## src/sv/bdrq_pkg.sv

```systemverilog
`timescale 1ns / 1ps
package bdrq_pkg;

	localparam int QUEUE_DEPTH_DEF = 16;
	localparam int NUM_BUTTONS_DEF = 9;

	localparam int TIME_W     = 48;
	localparam int BTN_W      = 4;
	localparam int CNT_W      = 8;
	localparam int TOTAL_W    = 32;
	localparam int CFG_IDX_W  = 3;
	localparam int CFG_DATA_W = 24;
	localparam int POLL_W     = 20;
	localparam int DELAY_W    = 24;
	localparam int SW_W       = 4;
	localparam int OUT_DATA_W = 128;

	localparam logic [TIME_W-1:0] TIME_MAX = '1;

	localparam logic [CFG_IDX_W-1:0] CFG_POLL_PERIOD   = 3'd0;
	localparam logic [CFG_IDX_W-1:0] CFG_REPEAT_DELAY  = 3'd1;
	localparam logic [CFG_IDX_W-1:0] CFG_REPEAT_PERIOD = 3'd2;
	localparam logic [CFG_IDX_W-1:0] CFG_STABLE        = 3'd3;
	localparam logic [CFG_IDX_W-1:0] CFG_DIR_MASK      = 3'd4;
	localparam logic [CFG_IDX_W-1:0] CFG_SWITCH        = 3'd5;

	localparam logic [POLL_W-1:0]  RST_POLL_PERIOD   = 20'd10000;
	localparam logic [DELAY_W-1:0] RST_REPEAT_DELAY  = 24'd400000;
	localparam logic [DELAY_W-1:0] RST_REPEAT_PERIOD = 24'd100000;
	localparam logic [CNT_W-1:0]   RST_STABLE        = 8'd3;
	localparam logic [15:0]        RST_DIR_MASK      = 16'd15;
	localparam logic [SW_W-1:0]    RST_SWITCH        = 4'd7;
	localparam logic [CNT_W-1:0]   MIN_STABLE        = 8'd2;

	typedef enum logic [1:0] {
		KIND_PRESS   = 2'd0,
		KIND_RELEASE = 2'd1,
		KIND_REPEAT  = 2'd2
	} kind_t;

	typedef struct packed {
		logic [TIME_W-1:0] tstamp;
		logic [BTN_W-1:0]  button;
		kind_t             kind;
	} entry_t;

	typedef enum logic [3:0] {
		OP_NONE,
		OP_LOAD,
		OP_START,
		OP_BTN,
		OP_SCAN_OWN,
		OP_REAL_FULL,
		OP_EVICT,
		OP_SCAN_RPT,
		OP_FIN
	} dp_op_t;

	typedef enum logic [1:0] {
		ACT_NEXT,
		ACT_REAL,
		ACT_RPT
	} act_t;

	typedef struct packed {
		logic done_early;
		act_t act;
		logic at_end;
		logic hit;
		logic full;
		logic last;
		logic out_free;
	} dp_status_t;

	typedef struct packed {
		logic               poll_status;
		logic               pop_valid;
		entry_t             ent;
		logic               sw_latched;
		logic               sw_level;
		logic               switch_changed;
		logic [TOTAL_W-1:0] drops;
		logic [TOTAL_W-1:0] overflows;
	} result_t;

	function automatic logic [TIME_W-1:0] sat_add48(input logic [TIME_W-1:0] a,
		input logic [DELAY_W-1:0] b);
		logic [TIME_W:0] s;
		s = {1'b0, a} + {{(TIME_W + 1 - DELAY_W){1'b0}}, b};
		return s[TIME_W] ? TIME_MAX : s[TIME_W-1:0];
	endfunction

endpackage

```

## src/sv/bdrq_ctrl.sv

```systemverilog
`timescale 1ns / 1ps
module bdrq_ctrl (
	input  logic                   clk,
	input  logic                   arst_n,
	input  logic                   in_valid,
	output logic                   in_ready,
	input  bdrq_pkg::dp_status_t   st,
	output bdrq_pkg::dp_op_t       op
);
	import bdrq_pkg::*;

	typedef enum logic [2:0] {
		S_IDLE,
		S_START,
		S_BTN,
		S_OWN,
		S_FULL,
		S_EVICT,
		S_RPT,
		S_FIN
	} state_t;

	state_t state_q;
	state_t state_nx;
	state_t after_btn;

	assign in_ready  = (state_q == S_IDLE);
	assign after_btn = st.last ? S_FIN : S_BTN;

	always_comb begin
		op       = OP_NONE;
		state_nx = state_q;
		unique case (state_q)
			S_IDLE: begin
				if (in_valid) begin
					op       = OP_LOAD;
					state_nx = S_START;
				end
			end
			S_START: begin
				op       = OP_START;
				state_nx = st.done_early ? S_FIN : S_BTN;
			end
			S_BTN: begin
				op = OP_BTN;
				unique case (st.act)
					ACT_REAL: state_nx = S_OWN;
					ACT_RPT:  state_nx = S_RPT;
					default:  state_nx = after_btn;
				endcase
			end
			S_OWN: begin
				op = OP_SCAN_OWN;
				if (st.at_end) state_nx = S_FULL;
			end
			S_FULL: begin
				op       = OP_REAL_FULL;
				state_nx = st.full ? S_EVICT : after_btn;
			end
			S_EVICT: begin
				op = OP_EVICT;
				priority if (st.at_end) state_nx = after_btn;
				else if (st.hit) state_nx = S_FULL;
				else state_nx = S_EVICT;
			end
			S_RPT: begin
				op = OP_SCAN_RPT;
				if (st.at_end || st.hit) state_nx = after_btn;
			end
			S_FIN: begin
				op = OP_FIN;
				if (st.out_free) state_nx = S_IDLE;
			end
			default: state_nx = S_IDLE;
		endcase
	end

	always_ff @(posedge clk or negedge arst_n) begin
		if (!arst_n) begin
			state_q <= S_IDLE;
		end else begin
			state_q <= state_nx;
		end
	end

endmodule

```

## src/sv/bdrq_dp.sv

```systemverilog
`timescale 1ns / 1ps
module bdrq_dp #(
	parameter int QUEUE_DEPTH = bdrq_pkg::QUEUE_DEPTH_DEF,
	parameter int NUM_BUTTONS = bdrq_pkg::NUM_BUTTONS_DEF
) (
	input  logic                                clk,
	input  logic                                arst_n,
	input  bdrq_pkg::dp_op_t                    op,
	output bdrq_pkg::dp_status_t                st,
	input  logic                                in_pop,
	input  logic [bdrq_pkg::TIME_W-1:0]         in_time,
	input  logic [NUM_BUTTONS-1:0]              in_levels,
	input  logic                                cfg_we,
	input  logic [bdrq_pkg::CFG_IDX_W-1:0]      cfg_idx,
	input  logic [bdrq_pkg::CFG_DATA_W-1:0]     cfg_wdata,
	output logic                                out_valid,
	input  logic                                out_ready,
	output bdrq_pkg::result_t                   out_res
);
	import bdrq_pkg::*;

	localparam int PW  = (QUEUE_DEPTH > 1) ? $clog2(QUEUE_DEPTH) : 1;
	localparam int FW  = $clog2(QUEUE_DEPTH + 1);
	localparam int BIW = (NUM_BUTTONS > 1) ? $clog2(NUM_BUTTONS) : 1;
	localparam logic [FW-1:0]  FILL_MAX = FW'(QUEUE_DEPTH);
	localparam logic [BIW-1:0] BTN_LAST = BIW'(NUM_BUTTONS - 1);

	// Configuration.
	logic [POLL_W-1:0]      period_q;
	logic [DELAY_W-1:0]     delay_q;
	logic [DELAY_W-1:0]     rperiod_q;
	logic [CNT_W-1:0]       samples_q;
	logic [NUM_BUTTONS-1:0] mask_q;
	logic [SW_W-1:0]        sw_q;

	// Current request.
	logic                   pop_q;
	logic [TIME_W-1:0]      now_q;
	logic [NUM_BUTTONS-1:0] raw_q;
	logic                   status_q;
	logic                   pv_q;
	entry_t                 pe_q;

	// Per-button state.
	logic [NUM_BUTTONS-1:0] cand_q;
	logic [NUM_BUTTONS-1:0] stable_q;
	logic [CNT_W-1:0]       cnt_q    [NUM_BUTTONS];
	logic [TIME_W-1:0]      settle_q [NUM_BUTTONS];
	logic [TIME_W-1:0]      due_q    [NUM_BUTTONS];

	logic [TIME_W-1:0]  next_q;
	logic               polled_q;
	logic [FW-1:0]      fill_q;
	logic [FW-1:0]      ptr_q;
	logic [BIW-1:0]     bidx_q;
	logic [TOTAL_W-1:0] drops_q;
	logic [TOTAL_W-1:0] overs_q;
	logic               sw_latched_q;
	logic               sw_level_q;
	logic               sw_moved_q;
	logic               out_valid_q;
	result_t            out_q;

	entry_t queue_q [QUEUE_DEPTH];

	logic              raw_b;
	logic [CNT_W-1:0]  cnt_b;
	logic [CNT_W-1:0]  thr;
	logic [CNT_W-1:0]  ncnt;
	logic              settle_wr;
	logic              qualified;
	logic              is_sw;
	logic              early;
	logic              continuous;
	logic [TIME_W:0]   gap_limit;
	act_t              act;
	entry_t            ent;
	logic              own_hit;
	logic              any_hit;
	logic              at_end;
	logic              full;
	logic              out_free;
	logic [BTN_W-1:0]  btn_num;
	logic              remove;
	logic [PW-1:0]     rm_pos;
	logic              append;
	entry_t            app_ent;

	always_comb begin
		raw_b     = raw_q[bidx_q];
		cnt_b     = cnt_q[bidx_q];
		thr       = (samples_q < MIN_STABLE) ? MIN_STABLE : samples_q;
		settle_wr = 1'b0;
		if (raw_b != cand_q[bidx_q] || cnt_b == '0) begin
			ncnt = 8'd1;
		end else if (cnt_b < thr) begin
			ncnt      = cnt_b + 8'd1;
			settle_wr = (ncnt == thr);
		end else begin
			ncnt = cnt_b;
		end
		qualified = (ncnt >= thr);
		btn_num   = BTN_W'(bidx_q);
		is_sw     = (btn_num == sw_q);
		if (!qualified || is_sw) begin
			act = ACT_NEXT;
		end else if (raw_b != stable_q[bidx_q]) begin
			act = ACT_REAL;
		end else if (raw_b && mask_q[bidx_q] && now_q >= due_q[bidx_q]) begin
			act = ACT_RPT;
		end else begin
			act = ACT_NEXT;
		end
	end

	assign early      = polled_q && (now_q < next_q);
	assign gap_limit  = {1'b0, next_q} + {{(TIME_W + 1 - POLL_W){1'b0}}, period_q};
	assign continuous = !polled_q || ({1'b0, now_q} < gap_limit);
	assign ent        = queue_q[ptr_q[PW-1:0]];
	assign any_hit    = (ent.kind == KIND_REPEAT);
	assign own_hit    = any_hit && (ent.button == btn_num);
	assign at_end     = (ptr_q >= fill_q);
	assign full       = (fill_q == FILL_MAX);
	assign out_free   = !out_valid_q || out_ready;

	always_comb begin
		st.done_early = pop_q || early;
		st.act        = act;
		st.at_end     = at_end;
		st.hit        = (op == OP_EVICT) ? any_hit : own_hit;
		st.full       = full;
		st.last       = (bidx_q == BTN_LAST);
		st.out_free   = out_free;
	end

	// Queue edits: one removal with shift, or one append, per cycle.
	always_comb begin
		remove  = 1'b0;
		rm_pos  = ptr_q[PW-1:0];
		append  = 1'b0;
		app_ent = '{tstamp: now_q, button: btn_num, kind: KIND_REPEAT};
		unique case (op)
			OP_START: begin
				remove = pop_q && (fill_q != '0);
				rm_pos = '0;
			end
			OP_SCAN_OWN:  remove = !at_end && own_hit;
			OP_EVICT:     remove = !at_end && any_hit;
			OP_REAL_FULL: begin
				append  = !full;
				app_ent = '{tstamp: settle_q[bidx_q], button: btn_num,
					kind: (raw_b ? KIND_PRESS : KIND_RELEASE)};
			end
			OP_SCAN_RPT:  append = at_end && !full;
			default: ;
		endcase
	end

	always_ff @(posedge clk) begin
		if (remove) begin
			for (int j = 0; j < QUEUE_DEPTH - 1; j++) begin
				if (PW'(j) >= rm_pos) queue_q[j] <= queue_q[j + 1];
			end
		end else if (append) begin
			queue_q[fill_q[PW-1:0]] <= app_ent;
		end
	end

	always_ff @(posedge clk or negedge arst_n) begin
		if (!arst_n) begin
			period_q     <= RST_POLL_PERIOD;
			delay_q      <= RST_REPEAT_DELAY;
			rperiod_q    <= RST_REPEAT_PERIOD;
			samples_q    <= RST_STABLE;
			mask_q       <= RST_DIR_MASK[NUM_BUTTONS-1:0];
			sw_q         <= RST_SWITCH;
			pop_q        <= 1'b0;
			now_q        <= '0;
			raw_q        <= '0;
			status_q     <= 1'b0;
			pv_q         <= 1'b0;
			pe_q         <= '0;
			cand_q       <= '0;
			stable_q     <= '0;
			for (int b = 0; b < NUM_BUTTONS; b++) begin
				cnt_q[b]    <= '0;
				settle_q[b] <= '0;
				due_q[b]    <= '0;
			end
			next_q       <= '0;
			polled_q     <= 1'b0;
			fill_q       <= '0;
			ptr_q        <= '0;
			bidx_q       <= '0;
			drops_q      <= '0;
			overs_q      <= '0;
			sw_latched_q <= 1'b0;
			sw_level_q   <= 1'b0;
			sw_moved_q   <= 1'b0;
			out_valid_q  <= 1'b0;
			out_q        <= '0;
		end else begin
			if (cfg_we) begin
				unique case (cfg_idx)
					CFG_POLL_PERIOD:   period_q  <= cfg_wdata[POLL_W-1:0];
					CFG_REPEAT_DELAY:  delay_q   <= cfg_wdata[DELAY_W-1:0];
					CFG_REPEAT_PERIOD: rperiod_q <= cfg_wdata[DELAY_W-1:0];
					CFG_STABLE:        samples_q <= cfg_wdata[CNT_W-1:0];
					CFG_DIR_MASK:      mask_q    <= cfg_wdata[NUM_BUTTONS-1:0];
					CFG_SWITCH:        sw_q      <= cfg_wdata[SW_W-1:0];
					default: ;
				endcase
			end

			if (op == OP_FIN && out_free) out_valid_q <= 1'b1;
			else if (out_ready) out_valid_q <= 1'b0;

			unique case (op)
				OP_LOAD: begin
					pop_q    <= in_pop;
					now_q    <= in_time;
					raw_q    <= in_levels;
					status_q <= 1'b0;
					pv_q     <= 1'b0;
					pe_q     <= '0;
				end
				OP_START: begin
					bidx_q <= '0;
					if (pop_q) begin
						if (fill_q != '0) begin
							pv_q   <= 1'b1;
							pe_q   <= queue_q[0];
							fill_q <= fill_q - 1'b1;
						end
					end else if (!early) begin
						polled_q <= 1'b1;
						next_q   <= sat_add48(now_q, DELAY_W'(period_q));
						// A long gap between polls restarts every debounce count.
						if (!continuous) begin
							for (int b = 0; b < NUM_BUTTONS; b++) cnt_q[b] <= '0;
						end
					end
				end
				OP_BTN: begin
					cand_q[bidx_q] <= raw_b;
					cnt_q[bidx_q]  <= ncnt;
					if (settle_wr) settle_q[bidx_q] <= now_q;
					ptr_q <= '0;
					if (qualified && is_sw) begin
						if (!sw_latched_q) begin
							sw_latched_q <= 1'b1;
							sw_level_q   <= raw_b;
						end else if (raw_b != sw_level_q) begin
							sw_moved_q <= 1'b1;
						end
					end
					if (act == ACT_NEXT) bidx_q <= bidx_q + 1'b1;
				end
				OP_SCAN_OWN: begin
					if (!at_end) begin
						if (own_hit) fill_q <= fill_q - 1'b1;
						else ptr_q <= ptr_q + 1'b1;
					end
				end
				OP_REAL_FULL: begin
					if (!full) begin
						fill_q           <= fill_q + 1'b1;
						stable_q[bidx_q] <= raw_b;
						due_q[bidx_q]    <= sat_add48(now_q, delay_q);
						bidx_q           <= bidx_q + 1'b1;
					end else begin
						ptr_q <= '0;
					end
				end
				OP_EVICT: begin
					priority if (at_end) begin
						// No repeat to evict: the edge stays pending.
						overs_q  <= overs_q + 1'b1;
						status_q <= 1'b1;
						bidx_q   <= bidx_q + 1'b1;
					end else if (any_hit) begin
						fill_q  <= fill_q - 1'b1;
						drops_q <= drops_q + 1'b1;
					end else begin
						ptr_q <= ptr_q + 1'b1;
					end
				end
				OP_SCAN_RPT: begin
					priority if (at_end || own_hit) begin
						if (own_hit && !at_end) drops_q <= drops_q + 1'b1;
						else if (full) drops_q <= drops_q + 1'b1;
						else fill_q <= fill_q + 1'b1;
						due_q[bidx_q] <= sat_add48(now_q, rperiod_q);
						bidx_q        <= bidx_q + 1'b1;
					end else begin
						ptr_q <= ptr_q + 1'b1;
					end
				end
				OP_FIN: begin
					if (out_free) begin
						out_q.poll_status    <= status_q;
						out_q.pop_valid      <= pv_q;
						out_q.ent            <= pe_q;
						out_q.sw_latched     <= sw_latched_q;
						out_q.sw_level       <= sw_level_q;
						out_q.switch_changed <= sw_moved_q;
						out_q.drops          <= drops_q;
						out_q.overflows      <= overs_q;
					end
				end
				default: ;
			endcase
		end
	end

	assign out_valid = out_valid_q;
	assign out_res   = out_q;

endmodule

```

## src/sv/button_debounce_repeat_queue.sv

```systemverilog
`timescale 1ns / 1ps
// Sequence: a pop or an early poll goes from the start state straight to the finish state,
// where its result is registered; an accepted poll also steps through each button in turn,
// plus for each queued edge a scan of the queue, one entry per cycle.
// Throughput: one request at a time; the next is taken in the cycle after the result is
// registered, which waits while an earlier result is still held back by m_tready.
// Reset: arst_n clears all debounce state, the queue fill, the totals and the registers
// to their defaults at once; queue contents are not cleared and are never read unwritten.
module button_debounce_repeat_queue #(
	parameter int QUEUE_DEPTH = bdrq_pkg::QUEUE_DEPTH_DEF,
	parameter int NUM_BUTTONS = bdrq_pkg::NUM_BUTTONS_DEF
) (
	input  logic                                  clk,
	input  logic                                  arst_n,
	input  logic                                  s_tvalid,
	output logic                                  s_tready,
	// now_time[47:0], raw_levels[47+NUM_BUTTONS:48], zero fill
	input  logic [((bdrq_pkg::TIME_W + NUM_BUTTONS + 7) / 8) * 8 - 1:0] s_tdata,
	// opcode
	input  logic                                  s_tuser,
	output logic                                  m_tvalid,
	input  logic                                  m_tready,
	// poll_status[0], edge_time[48:1], edge_button[52:49], edge_kind[54:53],
	// latched flag[55], latched level[56], switch_changed[57],
	// repeat_drop_count[89:58], overflow_count[121:90], zero fill
	output logic [bdrq_pkg::OUT_DATA_W-1:0]       m_tdata,
	// pop_valid
	output logic                                  m_tuser,
	input  logic                                  cfg_valid,
	output logic                                  cfg_ready,
	input  logic [bdrq_pkg::CFG_IDX_W-1:0]        cfg_index,
	input  logic [bdrq_pkg::CFG_DATA_W-1:0]       cfg_data
);
	import bdrq_pkg::*;

	localparam int RES_W = $bits(result_t) - 1;

	dp_op_t     op;
	dp_status_t st;
	result_t    res;

	assign cfg_ready = 1'b1;

	bdrq_ctrl u_ctrl (
		.clk      (clk),
		.arst_n   (arst_n),
		.in_valid (s_tvalid),
		.in_ready (s_tready),
		.st       (st),
		.op       (op)
	);

	bdrq_dp #(
		.QUEUE_DEPTH (QUEUE_DEPTH),
		.NUM_BUTTONS (NUM_BUTTONS)
	) u_dp (
		.clk       (clk),
		.arst_n    (arst_n),
		.op        (op),
		.st        (st),
		.in_pop    (s_tuser),
		.in_time   (s_tdata[TIME_W-1:0]),
		.in_levels (s_tdata[TIME_W +: NUM_BUTTONS]),
		.cfg_we    (cfg_valid),
		.cfg_idx   (cfg_index),
		.cfg_wdata (cfg_data),
		.out_valid (m_tvalid),
		.out_ready (m_tready),
		.out_res   (res)
	);

	assign m_tuser = res.pop_valid;
	assign m_tdata = {{(OUT_DATA_W - RES_W){1'b0}},
		res.overflows, res.drops, res.switch_changed, res.sw_level, res.sw_latched,
		res.ent.kind, res.ent.button, res.ent.tstamp, res.poll_status};

endmodule

```

## config.mk

```make
export PLATFORM = sky130hd
export DESIGN_NAME = button_debounce_repeat_queue
export DESIGN_NICKNAME = d
export VERILOG_FILES = /design/src/sv/bdrq_pkg.sv /design/src/sv/bdrq_ctrl.sv /design/src/sv/bdrq_dp.sv /design/src/sv/button_debounce_repeat_queue.sv
export SDC_FILE = /design/constraint.sdc
export NUM_CORES = 2
export LEC_CHECK = 0
export BUFFER_PORTS_ARGS = -buffer_cell sky130_fd_sc_hd__buf_2
export CAP_MARGIN = 15
export CELL_PAD_IN_SITES_DETAIL_PLACEMENT = 2
export CELL_PAD_IN_SITES_GLOBAL_PLACEMENT = 2
export CORE_MARGIN = 4
export CORE_UTILIZATION = 30
export DETAILED_ROUTE_END_ITERATION = 12
export PLACE_DENSITY = 0.65
export REMOVE_ABC_BUFFERS = 1
export SYNTH_ARGS = -nofsm -noshare
export SYNTH_HDL_FRONTEND = slang
export SYNTH_SLANG_ARGS = --single-unit
```

## constraint.sdc

```tcl
create_clock -name clk -period 15.15 [get_ports clk]
set_input_delay 1.515 -clock clk [delete_from_list [all_inputs] [get_ports clk]]
set_output_delay 1.515 -clock clk [all_outputs]
set_load 0.01 [all_outputs]
```

==> impl_metrics.yaml <==
timing:
  hold_viol: 0
  max_freq_mhz: 127
  holdWs_ns: 0.449
  slew_headroom: 0.142
  clock_skew_ns: 0.0788
  setup_viol: 0
  post-route-period-util: 0.521
  slew_violations: 0
  rsz0062_at_grt: "no"
  fin_crit_ns: 7.89
  worst_slew_pin_slew_ns: 1.28
drt:
  post_drt_wl_per_cell_um: 25.9
  firstDrtPassIters: 5
  viasPerCell: 5.26
  vias: 72645
  wirelength_mm: 358
  ant_nets: 0
  drt-initial-drc-count: 4025
  drc_errors: 0
setup_path:
  cp.arrival_ns: 8.56
  r2r_cells: 21
  cp-start-kind: "register"
  crit_type: "reg -> reg"
  r2r_setup_slack_ns: 7.26
  cp.required_ns: 15.82
  regToRegEndpoint: "u_dp.cnt_q[6]$_DFFE_PN0P_"
  endpoint_kind: "register"
  critPathMaxFanout: 10
  r2r_start: "u_dp.next_q[1]$_DFFE_PN0P_"
grt:
  grt_first_pass_wirelength_mm: 542
  antenna_found_initial: 20
  first_global_vias: 82543
  grt_overflow: 0
  grt_max_degree: 170
  grt_usage: 0.189
floorplan:
  start_util: 0.301
  core_area_mm2: 0.359
  die_h_um: 609
  fp.dieW_um: 609
  io_pins: 229
  die-area_mm2: 0.370
  rows: 220
finish:
  final_common_cell: "mux2_2"
  final_cell_mix: "mux2_2 (1409), dfrtp_1 (1383), edfxtp_1 (864)"
  fin_util: 0.345
  layout-drive-gt1-share: 0.274
  fin_area_mm2: 0.124
  finalNetCount: 9177
  area_growth_pct: 14.6
  n_fill_cell: 36972
min_path:
  worstHoldStart: "u_dp.queue_q[0][48]$_DFFE_PP_"
  min_path_cells: 2
  min_to: "u_dp.pe_q[48]$_DFFE_PN0P_"
  min_path_type: "reg -> reg"
pwr:
  ir_worst_vdd_mv: 0.115
  power_uw: 24000
  p_leak_uw: 0.0509
  powerDensity_mw_per_mm2: 193
cts:
  clock-sinks: 2278
  cts-root-buf: "clkbuf_16"
  cts_buffers: 276
  path_clk_slew_ns: 0.06
  cts_tree: "yes"
  ctsResizeCount: 0
  cts_buffer_depth: 4
  cts_setup_buffers: 0
  clk-insertion-delay-late_ns: 0.91
  ctsHtreeMaxLevel: 5
  cts_hold_buf: 0
yosys:
  synthFlopType: "dfrtp_1"
  syn_area_mm2: 0.108
  ys_types: 91
  yosysWarningCount: 0
  syn_inst: 8700
  async_flop_share: 0.621
  synth_edf_count: 864
  ys_ff_latch: 2278
  syn_area_per_cell_um2: 12.4
  ys_seq_area_frac: 0.567
placement:
  dp_hpwl_mm: 229
  placed_area_mm2: 0.115
  gp_congestion: 0.834
  io_buffers: 214
run_status:
  status: "finished, final reports clean"
job:
  cap_violations: 0
## logic make-up (layout without fill, tap and decap cells)
kind of cell    after synthesis  count (layout)  share of synthesized area
compound gates             1691            1691                     0.0941
mux                        1800            1800                      0.191
flops                      2278            2278                      0.567
simple gates               1615            1615                     0.0667
buf+inv                     825            1153                     0.0314
other cells                   2              15                  0.0000694
fa+ha+maj                   270             270                     0.0315
xor+xnor                    219             219                     0.0178
## critical path, stage by stage (launching register included)
cell and delay, ns:
dfrtp_1 0.42, ha_1 0.32, a21o_1 0.21, a21oi_1 0.24
o21bai_1 0.12, a2111oi_0 0.80, o311ai_0 0.24, buf_4 0.21
a211oi_1 1.04, nor2_1 0.28, nand2_1 0.48, xnor2_1 0.15
ha_1 0.32, and3_1 0.15, nand4_1 0.15, o22ai_1 0.19
a21oi_1 0.11, o41ai_1 0.87, a21oi_1 0.17, buf_4 0.23
a211oi_2 0.75, o22ai_1 0.20
## Yosys cell counts, types with 10 or more instances
| library cell | n | area, um^2 |
|---|---|---|
| nor2b_1 | 28 | 175 |
| clkbuf_1 | 493 | 1850 |
| a221oi_1 | 101 | 885 |
| and2_1 | 24 | 150 |
| o22ai_1 | 151 | 945 |
| a31oi_1 | 17 | 106 |
| buf_1 | 46 | 173 |
| a21o_1 | 97 | 728 |
| nor3b_1 | 14 | 105 |
| buf_6 | 27 | 304 |
| mux2_2 | 1409 | 15900 |
| nor3_1 | 114 | 571 |
| and4_1 | 19 | 166 |
| ha_1 | 264 | 3300 |
| dfstp_2 | 26 | 683 |
| nand2_1 | 785 | 2950 |
| a2111oi_0 | 10 | 87.6 |
| o21ai_1 | 51 | 255 |
| mux4_2 | 67 | 1510 |
| o21ai_0 | 728 | 3640 |
| a21oi_1 | 295 | 1480 |
| mux2_1 | 88 | 991 |
| dfrtp_1 | 1388 | 34700 |
| nor2_1 | 324 | 1220 |
| nand3_1 | 102 | 510 |
| nand2b_1 | 33 | 206 |
| mux2i_1 | 236 | 2360 |
| o21a_1 | 25 | 188 |
| nor4_1 | 18 | 113 |
| xor2_1 | 83 | 727 |
| and3_1 | 31 | 194 |
| o21bai_1 | 18 | 135 |
| xnor2_1 | 135 | 1180 |
| nand4_1 | 59 | 369 |
| edfxtp_1 | 864 | 25900 |
| or2_2 | 11 | 68.8 |
| a211oi_1 | 82 | 616 |
| buf_4 | 14 | 105 |
| buf_2 | 34 | 170 |
| inv_1 | 206 | 773 |
## metrics by stage
step / setup TNS [ns] / worst slack [ns] / std cells
2_1_floorplan: -0.537 / -0.411 / 8089
3_3_place_gp: 0 / 7.48 / 13293
3_5_place_dp: 0 / 7.38 / 13299
4_1_cts: 0 / 7.31 / 13799
5_1_grt: 0 / 6.78 / 13809
6_report: 0 / 7.26 / 13814
## sequential cells by signal, indices dropped and copies added, names as in the netlist, 4 cells and up
register / count
u_dp.next_q: 48
u_dp.raw_q: 9
u_dp.out_res: 123
u_dp.bidx_q: 4
u_dp.cand_q: 9
u_dp.fill_q: 5
u_dp.mask_q: 9
u_dp.delay_q: 24
u_dp.overs_q: 32
u_dp.drops_q: 32
u_dp.pe_q: 54
u_dp.period_q: 20
u_dp.ptr_q: 5
u_dp.queue_q: 864
u_dp.stable_q: 9
u_dp.settle_q: 432
u_dp.samples_q: 8
u_dp.now_q: 48
u_dp.sw_q: 4
u_dp.cnt_q: 72
u_dp.due_q: 432
u_dp.rperiod_q: 24
## worst max-delay path by stage
stage / from / to / slack (ns) / depth (start not counted)
3_5_place_dp: u_dp.bidx_q[0]$_DFFE_PN0P_ / u_ctrl.state_q[2]$_DFFE_PN0P_ / 7.38 / 27
4_1_cts: u_dp.bidx_q[3]$_DFFE_PN0P_ / u_ctrl.state_q[2]$_DFFE_PN0P_ / 7.31 / 27
3_3_place_gp: u_dp.bidx_q[0]$_DFFE_PN0P_ / u_ctrl.state_q[2]$_DFFE_PN0P_ / 7.48 / 27
6_report: u_dp.next_q[1]$_DFFE_PN0P_ / u_dp.cnt_q[6]$_DFFE_PN0P_ / 7.26 / 21
2_1_floorplan: u_dp.bidx_q[0]$_DFFE_PN0P_ / u_dp.bidx_q[3]$_DFFE_PN0P_ / -0.41 / 23
5_1_grt: u_dp.next_q[1]$_DFFE_PN0P_ / u_dp.cnt_q[6]$_DFFE_PN0P_ / 6.78 / 22
## power by group
group / internal, uW / switching [uW]
clock: 3850 / 2750
combinational: 2970 / 5900
sequential: 7680 / 811
## metal layers
metal	up-vias	wire length (um)	track usage
met5	-	13	0
met4	2	8590	0.0447
met3	469	11900	0.0229
met2	1187	176000	0.327
met1	39005	162000	0.252
li1	31982	-	-
## cell type report
class,instances,area (um^2),area share
clock inverter,103,1020,0.00823
multi-input combinational,5602,44100,0.355
antenna,8,20.0,0.000161
timing repair buffer,444,2940,0.0237
inverter,209,788,0.00635
tap,4773,5970,0.0481
sequential,2278,61400,0.495
clock buffer,397,7890,0.0636
(Power assumes the default switching activity.)
